## src/design/blt_pkg.sv

```systemverilog
// Package for the buffer lease tracker: field widths, event and result codes,
// sequencer state type. No dependencies; used by the interfaces and the top level.
package blt_pkg;

    localparam int MODE_W  = 3;
    localparam int SLOT_W  = 32;
    localparam int ACT_W   = 3;
    localparam int COUNT_W = 4;
    localparam int TOTAL_W = 64;

    localparam int MAX_BUFFERS_DEF = 8;

    localparam logic [SLOT_W-1:0] SLOT_NONE = '1;

    localparam logic [MODE_W-1:0] MODE_ADD     = 3'd0;
    localparam logic [MODE_W-1:0] MODE_REMOVE  = 3'd1;
    localparam logic [MODE_W-1:0] MODE_FRAME   = 3'd2;
    localparam logic [MODE_W-1:0] MODE_RELEASE = 3'd3;
    localparam logic [MODE_W-1:0] MODE_DRAIN   = 3'd4;

    localparam logic [ACT_W-1:0] ACT_DONE      = 3'd0;
    localparam logic [ACT_W-1:0] ACT_FORCED    = 3'd1;
    localparam logic [ACT_W-1:0] ACT_IMMEDIATE = 3'd2;
    localparam logic [ACT_W-1:0] ACT_RELEASED  = 3'd3;
    localparam logic [ACT_W-1:0] ACT_NOT_FOUND = 3'd4;
    localparam logic [ACT_W-1:0] ACT_ASSIGNED  = 3'd5;
    localparam logic [ACT_W-1:0] ACT_FULL      = 3'd6;

    typedef enum logic [3:0] {
        ST_IDLE,
        ST_SRCH_RD,
        ST_SRCH_CMP,
        ST_SHIFT_RD,
        ST_SHIFT_WR,
        ST_FORCE_CHK,
        ST_FORCE_RD,
        ST_FORCE_EMIT,
        ST_APPEND,
        ST_REPLY
    } blt_state_t;

endpackage

```

## src/design/blt_if.sv

```systemverilog
// Valid/ready channel interfaces for the buffer lease tracker event and result items.
// Depends on blt_pkg for field widths.
interface blt_req_if;
    logic                         valid;
    logic                         ready;
    logic [blt_pkg::MODE_W-1:0]   mode;
    logic [blt_pkg::SLOT_W-1:0]   slot_id;
    logic                         tracked;

    modport source (output valid, mode, slot_id, tracked, input ready);
    modport sink (input valid, mode, slot_id, tracked, output ready);
endinterface

interface blt_rsp_if;
    logic                          valid;
    logic                          ready;
    logic [blt_pkg::ACT_W-1:0]     action;
    logic [blt_pkg::SLOT_W-1:0]    result_slot;
    logic                          last;
    logic [blt_pkg::COUNT_W-1:0]   held_now;
    logic [blt_pkg::COUNT_W-1:0]   pool_size;
    logic [blt_pkg::TOTAL_W-1:0]   forced_total;

    modport source (output valid, action, result_slot, last, held_now, pool_size,
                    forced_total, input ready);
    modport sink (input valid, action, result_slot, last, held_now, pool_size,
                  forced_total, output ready);
endinterface

```

## src/design/blt_ram.sv

```systemverilog
// Held-slot list storage: one write port, one read port with registered data.
// No dependencies.
module blt_ram #(
    parameter int DEPTH  = 8,
    parameter int ADDR_W = 3,
    parameter int DATA_W = 32
) (
    input  logic              clk,
    input  logic              wr_en,
    input  logic [ADDR_W-1:0] wr_addr,
    input  logic [DATA_W-1:0] wr_data,
    input  logic [ADDR_W-1:0] rd_addr,
    output logic [DATA_W-1:0] rd_data
);

    logic [DATA_W-1:0] mem [DEPTH];

    always_ff @(posedge clk)
    begin
        if (wr_en)
        begin
            mem[wr_addr] <= wr_data;
        end
    end

    always_ff @(posedge clk)
    begin
        rd_data <= mem[rd_addr];
    end

endmodule

```

## src/design/buffer_lease_tracker.sv

```systemverilog
// Buffer lease tracker: event channel req, result channel rsp.
// Holds the held-slot list as a ring in a small RAM, walked by one sequencer.
//
// Each event item on req yields one or more result items on rsp, the final one
// flagged by last. req.ready is high only while the sequencer is idle; it rises
// again in the same cycle that the final result of an item enters the output
// register, so the next event can be taken while that result still waits on rsp.
// Add, a frame handed back at once, a drain of an empty list and an unknown mode
// go straight to the reply. Release and remove compare the held entries in turn
// and, after a hit, move each younger entry up one place. A held frame may hand
// back the oldest entries as forced results before its final result; a drain
// hands back every held entry, the last one flagged as final.
// Every list step is split into a RAM read state and a state that uses the read
// data, because the single RAM read port is registered. Each held entry is either
// compared or moved.
// Reset clears the counters, the slot id counter, the ring head and the output
// valid; list contents are left as they are and never read before written.
// A stall on rsp holds the current result; the sequencer runs on until it has
// its next result to load and waits there.
module buffer_lease_tracker #(
    parameter int MAX_BUFFERS = blt_pkg::MAX_BUFFERS_DEF
) (
    input logic clk,
    input logic rst_n,
    blt_req_if.sink   req,
    blt_rsp_if.source rsp
);

    import blt_pkg::*;

    localparam int IDX_W = $clog2(MAX_BUFFERS);
    localparam int CNT_W = $clog2(MAX_BUFFERS + 1);
    localparam int SUM_W = $clog2(2 * MAX_BUFFERS);

    function automatic logic [IDX_W-1:0] ring_at(input logic [IDX_W-1:0] base,
                                                 input logic [CNT_W-1:0] off);
        logic [SUM_W-1:0] sum;
        sum = SUM_W'(base) + SUM_W'(off);
        if (sum >= SUM_W'(MAX_BUFFERS))
        begin
            sum = sum - SUM_W'(MAX_BUFFERS);
        end
        return sum[IDX_W-1:0];
    endfunction

    blt_state_t state_reg, state_next;

    logic [MODE_W-1:0]  mode_reg, mode_next;
    logic [SLOT_W-1:0]  slot_reg, slot_next;
    logic [ACT_W-1:0]   reply_action_reg, reply_action_next;
    logic [SLOT_W-1:0]  reply_slot_reg, reply_slot_next;
    logic [CNT_W-1:0]   idx_reg, idx_next;
    logic [IDX_W-1:0]   head_reg, head_next;
    logic [CNT_W-1:0]   held_count_reg, held_count_next;
    logic [CNT_W-1:0]   buffer_count_reg, buffer_count_next;
    logic [SLOT_W-1:0]  next_slot_reg, next_slot_next;
    logic [TOTAL_W-1:0] forced_count_reg, forced_count_next;

    logic               out_valid_reg, out_valid_next;
    logic [ACT_W-1:0]   out_action_reg;
    logic [SLOT_W-1:0]  out_slot_reg;
    logic               out_last_reg;
    logic [COUNT_W-1:0] out_held_reg;
    logic [COUNT_W-1:0] out_pool_reg;
    logic [TOTAL_W-1:0] out_forced_reg;

    logic               out_free;
    logic               out_load;
    logic [ACT_W-1:0]   emit_action;
    logic [SLOT_W-1:0]  emit_slot;
    logic               emit_last;
    logic [CNT_W-1:0]   idx_inc;

    logic               ram_wr_en;
    logic [IDX_W-1:0]   ram_wr_addr;
    logic [SLOT_W-1:0]  ram_wr_data;
    logic [IDX_W-1:0]   ram_rd_addr;
    logic [SLOT_W-1:0]  ram_rd_data;

    blt_ram #(
        .DEPTH  (MAX_BUFFERS),
        .ADDR_W (IDX_W),
        .DATA_W (SLOT_W)
    ) u_ram (
        .clk     (clk),
        .wr_en   (ram_wr_en),
        .wr_addr (ram_wr_addr),
        .wr_data (ram_wr_data),
        .rd_addr (ram_rd_addr),
        .rd_data (ram_rd_data)
    );

    assign out_free = !out_valid_reg || rsp.ready;
    assign idx_inc  = idx_reg + CNT_W'(1);
    assign req.ready = (state_reg == ST_IDLE);

    always_comb
    begin
        state_next        = state_reg;
        mode_next         = mode_reg;
        slot_next         = slot_reg;
        reply_action_next = reply_action_reg;
        reply_slot_next   = reply_slot_reg;
        idx_next          = idx_reg;
        head_next         = head_reg;
        held_count_next   = held_count_reg;
        buffer_count_next = buffer_count_reg;
        next_slot_next    = next_slot_reg;
        forced_count_next = forced_count_reg;
        out_load          = 1'b0;
        emit_action       = ACT_DONE;
        emit_slot         = '0;
        emit_last         = 1'b0;
        ram_wr_en         = 1'b0;
        ram_wr_addr       = '0;
        ram_wr_data       = slot_reg;
        ram_rd_addr       = '0;

        unique case (state_reg)
            ST_IDLE:
            begin
                if (req.valid)
                begin
                    mode_next = req.mode;
                    slot_next = req.slot_id;
                    idx_next  = '0;
                    unique case (req.mode)
                        MODE_ADD:
                        begin
                            if (buffer_count_reg >= CNT_W'(MAX_BUFFERS))
                            begin
                                reply_action_next = ACT_FULL;
                                reply_slot_next   = '0;
                            end
                            else
                            begin
                                next_slot_next    = next_slot_reg + SLOT_W'(1);
                                buffer_count_next = buffer_count_reg + CNT_W'(1);
                                reply_action_next = ACT_ASSIGNED;
                                reply_slot_next   = next_slot_reg;
                            end
                            state_next = ST_REPLY;
                        end
                        MODE_REMOVE:
                        begin
                            if (buffer_count_reg != '0)
                            begin
                                buffer_count_next = buffer_count_reg - CNT_W'(1);
                            end
                            state_next = ST_SRCH_RD;
                        end
                        MODE_FRAME:
                        begin
                            if (!req.tracked || req.slot_id == SLOT_NONE)
                            begin
                                reply_action_next = ACT_IMMEDIATE;
                                reply_slot_next   = SLOT_NONE;
                                state_next        = ST_REPLY;
                            end
                            else if (buffer_count_reg <= CNT_W'(1))
                            begin
                                reply_action_next = ACT_IMMEDIATE;
                                reply_slot_next   = req.slot_id;
                                state_next        = ST_REPLY;
                            end
                            else
                            begin
                                state_next = ST_FORCE_CHK;
                            end
                        end
                        MODE_RELEASE:
                        begin
                            state_next = ST_SRCH_RD;
                        end
                        MODE_DRAIN:
                        begin
                            if (held_count_reg == '0)
                            begin
                                reply_action_next = ACT_DONE;
                                reply_slot_next   = '0;
                                state_next        = ST_REPLY;
                            end
                            else
                            begin
                                state_next = ST_FORCE_RD;
                            end
                        end
                        default:
                        begin
                            reply_action_next = ACT_DONE;
                            reply_slot_next   = '0;
                            state_next        = ST_REPLY;
                        end
                    endcase
                end
            end
            ST_SRCH_RD:
            begin
                if (idx_reg >= held_count_reg)
                begin
                    reply_action_next = (mode_reg == MODE_RELEASE) ? ACT_NOT_FOUND : ACT_DONE;
                    reply_slot_next   = slot_reg;
                    state_next        = ST_REPLY;
                end
                else
                begin
                    ram_rd_addr = ring_at(head_reg, idx_reg);
                    state_next  = ST_SRCH_CMP;
                end
            end
            ST_SRCH_CMP:
            begin
                if (ram_rd_data == slot_reg)
                begin
                    state_next = ST_SHIFT_RD;
                end
                else
                begin
                    idx_next   = idx_inc;
                    state_next = ST_SRCH_RD;
                end
            end
            ST_SHIFT_RD:
            begin
                // close the gap: move each younger entry one place toward the head
                if (idx_inc < held_count_reg)
                begin
                    ram_rd_addr = ring_at(head_reg, idx_inc);
                    state_next  = ST_SHIFT_WR;
                end
                else
                begin
                    held_count_next   = held_count_reg - CNT_W'(1);
                    reply_action_next = (mode_reg == MODE_RELEASE) ? ACT_RELEASED : ACT_DONE;
                    reply_slot_next   = slot_reg;
                    state_next        = ST_REPLY;
                end
            end
            ST_SHIFT_WR:
            begin
                ram_wr_en   = 1'b1;
                ram_wr_addr = ring_at(head_reg, idx_reg);
                ram_wr_data = ram_rd_data;
                idx_next    = idx_inc;
                state_next  = ST_SHIFT_RD;
            end
            ST_FORCE_CHK:
            begin
                if (held_count_reg != '0 &&
                    ((CNT_W+1)'(held_count_reg) + (CNT_W+1)'(1)) >=
                    (CNT_W+1)'(buffer_count_reg))
                begin
                    state_next = ST_FORCE_RD;
                end
                else
                begin
                    state_next = ST_APPEND;
                end
            end
            ST_FORCE_RD:
            begin
                ram_rd_addr = head_reg;
                state_next  = ST_FORCE_EMIT;
            end
            ST_FORCE_EMIT:
            begin
                ram_rd_addr = head_reg;
                if (out_free)
                begin
                    out_load          = 1'b1;
                    emit_action       = ACT_FORCED;
                    emit_slot         = ram_rd_data;
                    emit_last         = (mode_reg == MODE_DRAIN) &&
                                        (held_count_reg == CNT_W'(1));
                    head_next         = (head_reg == IDX_W'(MAX_BUFFERS - 1)) ?
                                        '0 : head_reg + IDX_W'(1);
                    held_count_next   = held_count_reg - CNT_W'(1);
                    forced_count_next = forced_count_reg + TOTAL_W'(1);
                    if (mode_reg == MODE_DRAIN)
                    begin
                        state_next = (held_count_reg == CNT_W'(1)) ? ST_IDLE : ST_FORCE_RD;
                    end
                    else
                    begin
                        state_next = ST_FORCE_CHK;
                    end
                end
            end
            ST_APPEND:
            begin
                if (out_free)
                begin
                    if (held_count_reg < CNT_W'(MAX_BUFFERS))
                    begin
                        ram_wr_en       = 1'b1;
                        ram_wr_addr     = ring_at(head_reg, held_count_reg);
                        held_count_next = held_count_reg + CNT_W'(1);
                    end
                    out_load    = 1'b1;
                    emit_action = ACT_DONE;
                    emit_slot   = slot_reg;
                    emit_last   = 1'b1;
                    state_next  = ST_IDLE;
                end
            end
            ST_REPLY:
            begin
                if (out_free)
                begin
                    out_load    = 1'b1;
                    emit_action = reply_action_reg;
                    emit_slot   = reply_slot_reg;
                    emit_last   = 1'b1;
                    state_next  = ST_IDLE;
                end
            end
            default:
            begin
                state_next = ST_IDLE;
            end
        endcase

        if (out_load)
        begin
            out_valid_next = 1'b1;
        end
        else if (rsp.ready)
        begin
            out_valid_next = 1'b0;
        end
        else
        begin
            out_valid_next = out_valid_reg;
        end
    end

    always_ff @(posedge clk or negedge rst_n)
    begin
        if (!rst_n)
        begin
            state_reg        <= ST_IDLE;
            idx_reg          <= '0;
            head_reg         <= '0;
            held_count_reg   <= '0;
            buffer_count_reg <= '0;
            next_slot_reg    <= '0;
            forced_count_reg <= '0;
            out_valid_reg    <= 1'b0;
        end
        else
        begin
            state_reg        <= state_next;
            idx_reg          <= idx_next;
            head_reg         <= head_next;
            held_count_reg   <= held_count_next;
            buffer_count_reg <= buffer_count_next;
            next_slot_reg    <= next_slot_next;
            forced_count_reg <= forced_count_next;
            out_valid_reg    <= out_valid_next;
        end
    end

    always_ff @(posedge clk)
    begin
        mode_reg         <= mode_next;
        slot_reg         <= slot_next;
        reply_action_reg <= reply_action_next;
        reply_slot_reg   <= reply_slot_next;
        if (out_load)
        begin
            out_action_reg <= emit_action;
            out_slot_reg   <= emit_slot;
            out_last_reg   <= emit_last;
            out_held_reg   <= COUNT_W'(held_count_next);
            out_pool_reg   <= COUNT_W'(buffer_count_next);
            out_forced_reg <= forced_count_next;
        end
    end

    assign rsp.valid        = out_valid_reg;
    assign rsp.action       = out_action_reg;
    assign rsp.result_slot  = out_slot_reg;
    assign rsp.last         = out_last_reg;
    assign rsp.held_now     = out_held_reg;
    assign rsp.pool_size    = out_pool_reg;
    assign rsp.forced_total = out_forced_reg;

    a_held_bound: assert property (@(posedge clk) disable iff (!rst_n)
        held_count_reg <= CNT_W'(MAX_BUFFERS))
        else $error("held count above pool limit");

    a_pool_bound: assert property (@(posedge clk) disable iff (!rst_n)
        buffer_count_reg <= CNT_W'(MAX_BUFFERS))
        else $error("buffer count above pool limit");

    a_head_range: assert property (@(posedge clk) disable iff (!rst_n)
        head_reg < IDX_W'(MAX_BUFFERS - 1) || head_reg == IDX_W'(MAX_BUFFERS - 1))
        else $error("ring head out of range");

    a_force_counts: assert property (@(posedge clk) disable iff (!rst_n)
        (state_reg == ST_FORCE_EMIT && out_free) |=>
        (forced_count_reg == $past(forced_count_reg) + TOTAL_W'(1) &&
         held_count_reg == $past(held_count_reg) - CNT_W'(1)))
        else $error("forced handback did not advance counters");

    a_idle_after_last: assert property (@(posedge clk) disable iff (!rst_n)
        (out_load && emit_last) |=> state_reg == ST_IDLE)
        else $error("sequencer busy after final result");

endmodule

```

## src/flat_wrapper.sv

```systemverilog
// flat-port wrapper written by rule: the top's interface ports become plain ports
module buffer_lease_tracker_flat import blt_pkg::*;
#(
    parameter int MAX_BUFFERS = blt_pkg::MAX_BUFFERS_DEF
)
  (clk, rst_n, req_valid, req_mode, req_slot_id, req_tracked, req_ready, rsp_valid, rsp_action, rsp_result_slot, rsp_last, rsp_held_now, rsp_pool_size, rsp_forced_total, rsp_ready);
  blt_req_if req_i ();
  blt_rsp_if rsp_i ();
  input logic clk;
  input logic rst_n;
  input wire logic [$bits(req_i.valid)-1:0] req_valid;
  input wire logic [$bits(req_i.mode)-1:0] req_mode;
  input wire logic [$bits(req_i.slot_id)-1:0] req_slot_id;
  input wire logic [$bits(req_i.tracked)-1:0] req_tracked;
  output wire logic [$bits(req_i.ready)-1:0] req_ready;
  output wire logic [$bits(rsp_i.valid)-1:0] rsp_valid;
  output wire logic [$bits(rsp_i.action)-1:0] rsp_action;
  output wire logic [$bits(rsp_i.result_slot)-1:0] rsp_result_slot;
  output wire logic [$bits(rsp_i.last)-1:0] rsp_last;
  output wire logic [$bits(rsp_i.held_now)-1:0] rsp_held_now;
  output wire logic [$bits(rsp_i.pool_size)-1:0] rsp_pool_size;
  output wire logic [$bits(rsp_i.forced_total)-1:0] rsp_forced_total;
  input wire logic [$bits(rsp_i.ready)-1:0] rsp_ready;
  assign req_i.valid = req_valid;
  assign req_i.mode = req_mode;
  assign req_i.slot_id = req_slot_id;
  assign req_i.tracked = req_tracked;
  assign req_ready = req_i.ready;
  assign rsp_valid = rsp_i.valid;
  assign rsp_action = rsp_i.action;
  assign rsp_result_slot = rsp_i.result_slot;
  assign rsp_last = rsp_i.last;
  assign rsp_held_now = rsp_i.held_now;
  assign rsp_pool_size = rsp_i.pool_size;
  assign rsp_forced_total = rsp_i.forced_total;
  assign rsp_i.ready = rsp_ready;
  buffer_lease_tracker #(.MAX_BUFFERS(MAX_BUFFERS)) u_core (.clk(clk), .rst_n(rst_n), .req(req_i), .rsp(rsp_i));
endmodule
```

## config.mk

```make
export PLATFORM = sky130hd
export DESIGN_NAME = buffer_lease_tracker_flat
export DESIGN_NICKNAME = d
export VERILOG_FILES = /design/src/design/blt_pkg.sv /design/src/design/blt_if.sv /design/src/design/blt_ram.sv /design/src/design/buffer_lease_tracker.sv /design/src/flat_wrapper.sv
export SDC_FILE = /design/constraint.sdc
export NUM_CORES = 1
export LEC_CHECK = 0
export BUFFER_PORTS_ARGS = -buffer_cell sky130_fd_sc_hd__buf_2
export CAP_MARGIN = 20
export CORE_MARGIN = 3
export CORE_UTILIZATION = 45
export CTS_CLUSTER_DIAMETER = 30
export DETAILED_ROUTE_END_ITERATION = 10
export HOLD_SLACK_MARGIN = 0.06
export PLACE_DENSITY_LB_ADDON = 0.25
export SETUP_SLACK_MARGIN = 0.15
export SLEW_MARGIN = 25
export SYNTH_ARGS = -nofsm -noshare
export SYNTH_HDL_FRONTEND = slang
export SYNTH_HIERARCHICAL = 1
export SYNTH_SLANG_ARGS = --single-unit
```

## constraint.sdc

```tcl
create_clock -name clk -period 14.77 [get_ports clk]
set_input_delay 2.954 -clock clk [delete_from_list [all_inputs] [get_ports clk]]
set_output_delay 2.954 -clock clk [all_outputs]
set_load 0.01 [all_outputs]
```

==> flow_summary.json, run 1 <==
{
  "status": "completed",
  "track_usage": 0.213,
  "whs_endpoint": "u_core/forced_count_reg[63]",
  "seq_area_frac_synth": 0.685,
  "r2r_cells": 11,
  "power_density_nw_per_um2": 228,
  "synth_top_area_frac": 0.539,
  "drtIter0Drc": 1322,
  "overflow": 0,
  "path_max_fanout": 37,
  "fin_tns_setup_ps": 0,
  "h-tree-depth": 3,
  "cts_buffer_depth": 3,
  "clock_latency_ps": 660,
  "first_global_vias": 14800,
  "synth_cells": 1525,
  "num_vias": 14600,
  "cellLeakagePower_nw": 11.3,
  "timing.rr.start": "u_core/idx_reg[0]",
  "fp.coreArea_um2": 52900,
  "placed_cells": 2324,
  "ios": 150,
  "finalPower_mw": 6.85,
  "die_w_um": 238,
  "hold_viol": 0,
  "cpMostUsedCell": "o21ai_0",
  "area_growth_pct": 24.1,
  "slew_violations": 0,
  "dpl.hpwl_mm": 39.5,
  "die_h_um": 238,
  "worst_slew_pin_slew_ps": 1070,
  "fin_util": 0.568,
  "finClkSkew_ps": 37.8,
  "fp-row-count": 84,
  "peakVddDrop_uv": 118,
  "ys_top_cells_by_count": "edfxtp_1 (434), dfrtp_1 (116), nand2_1 (115), xnor2_1 (107), nor2_1 (86)",
  "worst_path_largest_cell_delay_ps": 730,
  "timing.rr.end": "u_core/u_ram/rd_data[24]",
  "cts_tree": "yes",
  "whs_path_depth": 1,
  "place_congestion": 0.891,
  "multiInputGateArea_um2": 7340,
  "synth_edf_count": 434,
  "ctsResizeCount": 0,
  "synthArstFlopShare": 0.199,
  "synth_fp_nets": 1596,
  "path_clk_slew_ps": 50,
  "fin_crit_ps": 5490,
  "hp-start": "u_core/forced_count_reg[63]",
  "totalWireLength_mm": 59.7,
  "maxSlewHeadroom": 0.285,
  "drive_gt1_frac": 0.269,
  "largest_reg_flops": 256,
  "path_cells": "buf_2 -> o21ai_0 -> nand2b_4 -> o21ai_0 -> nand2b_1 -> nor2_4 -> buf_4",
  "syn_avg_cell_area_um2": 15.9,
  "io_buffers": 149,
  "drt_pass1_iterations": 8,
  "rsz0062_at_grt": "no",
  "drc_errors": 0,
  "required_ps": 15060,
  "yosysMostFrequentCell": "edfxtp_1",
  "holdBufCountCts": 0,
  "grt_pass1_wl_mm": 91.1,
  "cp.arrival_ps": 5780,
  "start_util": 0.458,
  "cap_viol_max_count": 0,
  "antenna_found_initial": 3,
  "dieArea_um2": 56600,
  "synth_top_cell_by_area": "edfxtp_1",
  "finalCritPeriodShare": 0.372,
  "synth_area_um2": 24200,
  "postRouteAntennaNets": 0,
  "reg2reg_slack_ps": 10450,
  "worstSetupPathType": "input pin to flip-flop",
  "post_drt_wl_per_cell_um": 23.5,
  "max_freq_mhz": 182,
  "cts_root_buf": "clkbuf_16",
  "via_per_inst": 5.73,
  "start_kind": "input pin",
  "slowest_stage": "o21ai_0",
  "final_cells": 2543,
  "final_nets": 1823,
  "pre_cts_ws_ps": 8750,
  "min_path_type": "flip-flop to flip-flop",
  "netlist_top_cells_area": "edfxtp_1 (54%), dfrtp_1 (12%), mux4_1 (4.3%)",
  "synth_cell_types": 71,
  "setup_slack_ps": 9280,
  "ys.flop_type": "edfxtp_1",
  "end_kind": "flip-flop",
  "cts_made_buffers": 114,
  "setup_viol": 0,
  "ys_warn_count": 6,
  "register_area_um2": 16600,
  "fillers": 4099,
  "cts_sinks": 582,
  "grt_max_degree": 80,
  "ys_seq_elements": 582,
  "post-cts-setup-buffers": 0
}
==> worst max path at each step <==
stage / startpoint / end / slack [ps] / depth (start not counted)
floorplan: req_slot_id[23] / u_core/reply_action_reg[0] / 6880 / 5
global placement: req_valid / u_core/u_ram/mem[2][29] / 8240 / 6
detailed placement: req_valid / u_core/u_ram/mem[5][6] / 8750 / 7
CTS: req_valid / u_core/u_ram/mem[5][6] / 9370 / 7
global route: req_valid / u_core/u_ram/mem[5][5] / 9160 / 7
finish: req_valid / u_core/u_ram/mem[5][5] / 9280 / 7
==> area by class of cell <==
cell class                 instances  area share
sequential                       582       0.552
multi-input combinational        859       0.245
clock buffer                     137       0.101
clock inverter                    81      0.0365
timing repair buffer             174      0.0346
tap                              688      0.0287
inverter                          21     0.00271
antenna                            1   0.0000833
==> cells in the final DEF (no fill, tap or decap), types with 24 or more instances in the layout <==
| master | synthesis | layout |
|---|---|---|
| edfxtp_1 | 434 | 434 |
| buf_2 | 14 | 148 |
| dfrtp_1 | 116 | 116 |
| clkbuf_16 | 0 | 115 |
| nand2_1 | 115 | 113 |
| xnor2_1 | 107 | 107 |
| nor2_1 | 86 | 78 |
| mux2_2 | 65 | 65 |
| nand4_1 | 51 | 51 |
| o21ai_0 | 48 | 48 |
| mux4_1 | 40 | 40 |
| nand3_1 | 34 | 34 |
| a222oi_1 | 32 | 32 |
| a22oi_1 | 32 | 32 |
| dfxtp_1 | 32 | 32 |
| xor2_1 | 30 | 30 |
| ha_1 | 28 | 28 |
| mux4_2 | 24 | 24 |
==> power by group <==
part | total, mW | internal [mW] | switching, mW
logic | 1.65 | 0.671 | 0.979
clock network | 2.70 | 1.83 | 0.861
registers | 2.51 | 2.30 | 0.208
total | 6.85 | 4.80 | 2.05
==> stage by stage <==
step,hold WS [ps],area (µm²)
after floorplan,432,24200
after global placement,452,25800
after detailed placement,448,25900
after CTS,464,30000
after global routing,489,30000
final,464,30000
==> per-layer routing <==
metal / vias to the layer above / wire, µm / track usage / share of wire
li1: 6475 / - / - / -
met1: 7413 / 25300 / 0.293 / 0.42
met2: 585 / 28600 / 0.339 / 0.48
met3: 101 / 4310 / 0.0469 / 0.072
met4: 2 / 1610 / 0.0721 / 0.027
met5: - / 11 / 0 / 0.00018
==> logic make-up (layout without fill, tap and decap cells) <==
family / after synthesis / count (layout) / synth area share
AND/OR/NAND/NOR: 387 / 387 / 0.0840
other: 0 / 1 / 0
XOR/XNOR: 137 / 137 / 0.0496
adder cells (fa/ha/maj): 31 / 31 / 0.0170
multiplexers: 130 / 130 / 0.0964
buffers and inverters: 84 / 413 / 0.0165
flip-flops: 582 / 582 / 0.685
AO/OA/AOI/OAI: 174 / 174 / 0.0514
==> critical path, delay by kind of cell <==
family | cells | cell delay [ps]
buffers and inverters | 2 | 560
AO/OA/AOI/OAI | 2 | 930
AND/OR/NAND/NOR | 3 | 1310
No activity file was read; power rests on OpenSTA's default activity.
==> run 2: changes to the inputs <==
ABC_AREA = 1   (was not set)
clock period = 5.3 ns   (was 14.77 ns; I/O delays follow)
==> run 2 against run 1 <==
Combinational power is 140% higher. Sequential share of layout area is 4.8 points lower. Synthesized cell count is 93% higher. Clock-buffer cell count is 2 lower. Hold slack better by 0.56 ps. Routed wire length is 24% higher. Via count is 43% higher. Critical path type is now flip-flop to flip-flop. Largest cell class unchanged. Largest power group unchanged.
==> flow_summary.json, run 2 <==
{
  "status": "completed",
  "cp_top_family": "buffers and inverters",
  "synth_top_cell_by_area": "edfxtp_1",
  "cts_tree": "yes",
  "met2_usage": 0.380,
  "dieArea_um2": 63800,
  "ys_seq_elements": 582,
  "synth_fp_nets": 3013,
  "ys_warn_count": 6,
  "maxSlewHeadroom": 0.309,
  "setup_viol": 0,
  "clock_latency_ps": 660,
  "ys_top_cells_by_count": "nand2_1 (1,049), edfxtp_1 (434), inv_1 (427), nand3_1 (213), nor2_1 (159)",
  "pre_cts_ws_ps": 1270,
  "via_per_inst": 5.18,
  "pwr-share-comb": 0.217,
  "ios": 150,
  "register_area_um2": 16600,
  "synth_fa_ha_area_frac": 0.0150,
  "drc_errors": 0,
  "cap_viol_max_count": 0,
  "cts_made_buffers": 114,
  "diodes": 0,
  "synth_compound_area_frac": 0.0351,
  "path_clk_slew_ps": 50,
  "grt_pass1_wl_mm": 114,
  "fin_tns_setup_ps": 0,
  "netlist_top_cells_area": "edfxtp_1 (48%), nand2_1 (14%), dfrtp_1 (11%)",
  "cellLeakagePower_nw": 14.6,
  "track_usage": 0.229,
  "area_growth_pct": 20.1,
  "synthSimpleGateAreaFrac": 0.231,
  "placed_cells": 3799,
  "start_kind": "flip-flop",
  "synthArstFlopShare": 0.199,
  "power_density_nw_per_um2": 545,
  "worst_slew_pin_slew_ps": 1040,
  "grt_util_met3": 0.0387,
  "synth_area_um2": 27400,
  "multiInputGateArea_um2": 8760,
  "totalWireLength_mm": 73.8,
  "synth_mux_area_frac": 0,
  "io_buffers": 149,
  "place_congestion": 0.925,
  "cp.arrival_ps": 4700,
  "swShare": 0.327,
  "num_vias": 20800,
  "final_cells": 4015,
  "post-cts-setup-buffers": 0,
  "postRouteAntennaNets": 0,
  "synth_top_area_frac": 0.476,
  "top_usage_layer": "met2",
  "cp.buffers_inverters": 5,
  "slew_violations": 0,
  "synth_xor_xnor_area_share": 0.0355,
  "min_path_type": "input pin to asynchronous set/reset pin",
  "final_nets": 3213,
  "largest_reg_flops": 256,
  "fp-row-count": 89,
  "grt_max_degree": 109,
  "ys.flop_type": "edfxtp_1",
  "h-tree-depth": 3,
  "overflow": 0,
  "holdBufCountCts": 0,
  "finClkSkew_ps": 28.2,
  "max_freq_mhz": 244,
  "p_int_mw": 12.1,
  "fin_util": 0.552,
  "layout_common_cells": "nand2_1 (1,048), edfxtp_1 (434), inv_1 (424)",
  "finalCritPeriodShare": 0.775,
  "required_ps": 5890,
  "cts_root_buf": "clkbuf_16",
  "drtIter0Drc": 1936,
  "drive_gt1_frac": 0.131,
  "rsz0062_at_grt": "no",
  "p_switching_mw": 5.85,
  "hold_viol": 0,
  "die_h_um": 253,
  "cts_sinks": 582,
  "fin_crit_ps": 4110,
  "antenna_found_initial": 0,
  "setup_slack_ps": 1190,
  "path_max_fanout": 69,
  "globalRouteMet1Util": 0.295,
  "post_drt_wl_per_cell_um": 18.4,
  "slowest_stage": "clkinv_2",
  "syn_avg_cell_area_um2": 9.31,
  "end_kind": "flip-flop",
  "die_w_um": 253,
  "synth_top_family_by_area": "simple AND/OR/NAND/NOR gates",
  "worstSetupPathType": "flip-flop to flip-flop",
  "yosysMostFrequentCell": "nand2_1",
  "fillers": 5129,
  "drt_pass1_iterations": 6,
  "worst_path_largest_cell_delay_ps": 810,
  "cts_buffer_depth": 3,
  "p_clk_frac": 0.406,
  "peakVddDrop_uv": 306,
  "layout_commonest_cell": "nand2_1",
  "start_util": 0.460,
  "synth_edf_count": 434,
  "synth_cell_types": 50,
  "seqPwrFrac": 0.377,
  "first_global_vias": 20600,
  "path_cells": "ha_1 -> xnor2_1 -> inv_1 -> ha_1 -> a21oi_1 -> nand3_1 -> inv_1 -> nand2_1 -> o311ai_2 -> buf_4 -> clkinv_2 -> buf_12 -> nand2_1 -> nand3_1 -> nand2_1 -> nand2_1 -> nand2_1",
  "cpMostUsedCell": "nand2_1",
  "fp.coreArea_um2": 59600,
  "synth_cells": 2942,
  "seq_area_frac_synth": 0.605,
  "ctsResizeCount": 0,
  "dpl.hpwl_mm": 49.5
}
[run 2: cell types whose count changed after synthesis, sizes merged, moves of 55 or more]
| cell | delta |
|---|---|
| mux2 | -65 |
| mux4 | -64 |
| nor2 | +93 |
| nand2 | +941 |
| nand3 | +180 |
| inv | +411 |
| xnor2 | -55 |
[run 2: cell type report]
cell class | instances | share of cell area
clock buffers | 135 | 0.0929
clock inverters | 81 | 0.0279
inverters | 433 | 0.0495
multi-input cells | 1833 | 0.266
flip-flops and latches | 582 | 0.504
well taps | 773 | 0.0294
repair buffers | 178 | 0.0300
[run 2: power by group through the flow]
stage,clock (mW),combinational [mW],sequential (mW)
2_1_floorplan,0,2.51,6.72
3_3_place_gp,0,3.76,6.81
3_5_place_dp,0,3.86,6.82
4_1_cts,7.36,3.89,6.75
5_1_grt,7.60,4.33,6.81
6_report,7.27,3.89,6.75
[run 2: stage by stage]
stage / hold WS [ps] / cell area (µm²) / power [mW]
2_1_floorplan: 439 / 27400 / 9.23
6_report: 465 / 32900 / 17.9
3_3_place_gp: 459 / 28900 / 10.6
4_1_cts: 474 / 32900 / 18.0
5_1_grt: 496 / 32900 / 18.7
3_5_place_dp: 458 / 28900 / 10.7
[run 2: logic make-up (layout without fill, tap and decap cells)]
| kind of cell | after synthesis | in the layout |
|---|---|---|
| xor+xnor | 111 | 111 |
| compound gates | 170 | 170 |
| fa+ha+maj | 31 | 31 |
| simple gates | 1521 | 1521 |
| flops | 582 | 582 |
| buf+inv | 527 | 827 |
[run 2: final timing paths]
kind	start	end	slack, ps	depth (start not counted)
max	u_core/idx_reg[0]	u_core/u_ram/rd_data[14]	1190	17
min	rst_n	u_core/forced_count_reg[21]	460	1
max reg2reg	u_core/idx_reg[0]	u_core/u_ram/rd_data[14]	1190	17
min reg2reg	u_core/next_slot_reg[31]	u_core/next_slot_reg[31]	480	1
max in group asynchronous	rst_n	u_core/next_slot_reg[3]	3760	2
min in group clk	u_core/next_slot_reg[31]	u_core/next_slot_reg[31]	480	1
[run 2: worst reg2reg max path: stages, from the launching register on]
cell and delay (ps):
dfrtp_1 440, ha_1 240, xnor2_1 240, inv_1 100, ha_1 190, a21oi_1 180
nand3_1 180, inv_1 180, nand2_1 80, o311ai_2 70, buf_4 310, clkinv_2 820
buf_12 530, nand2_1 130, nand3_1 80, nand2_1 120, nand2_1 70, nand2_1 80
[run 2: layer usage]
metal | wire [µm] | share of wire
met3 | 4920 | 0.067
met5 | 0 | 0
met4 | 2820 | 0.038
met2 | 35400 | 0.48
met1 | 30600 | 0.42
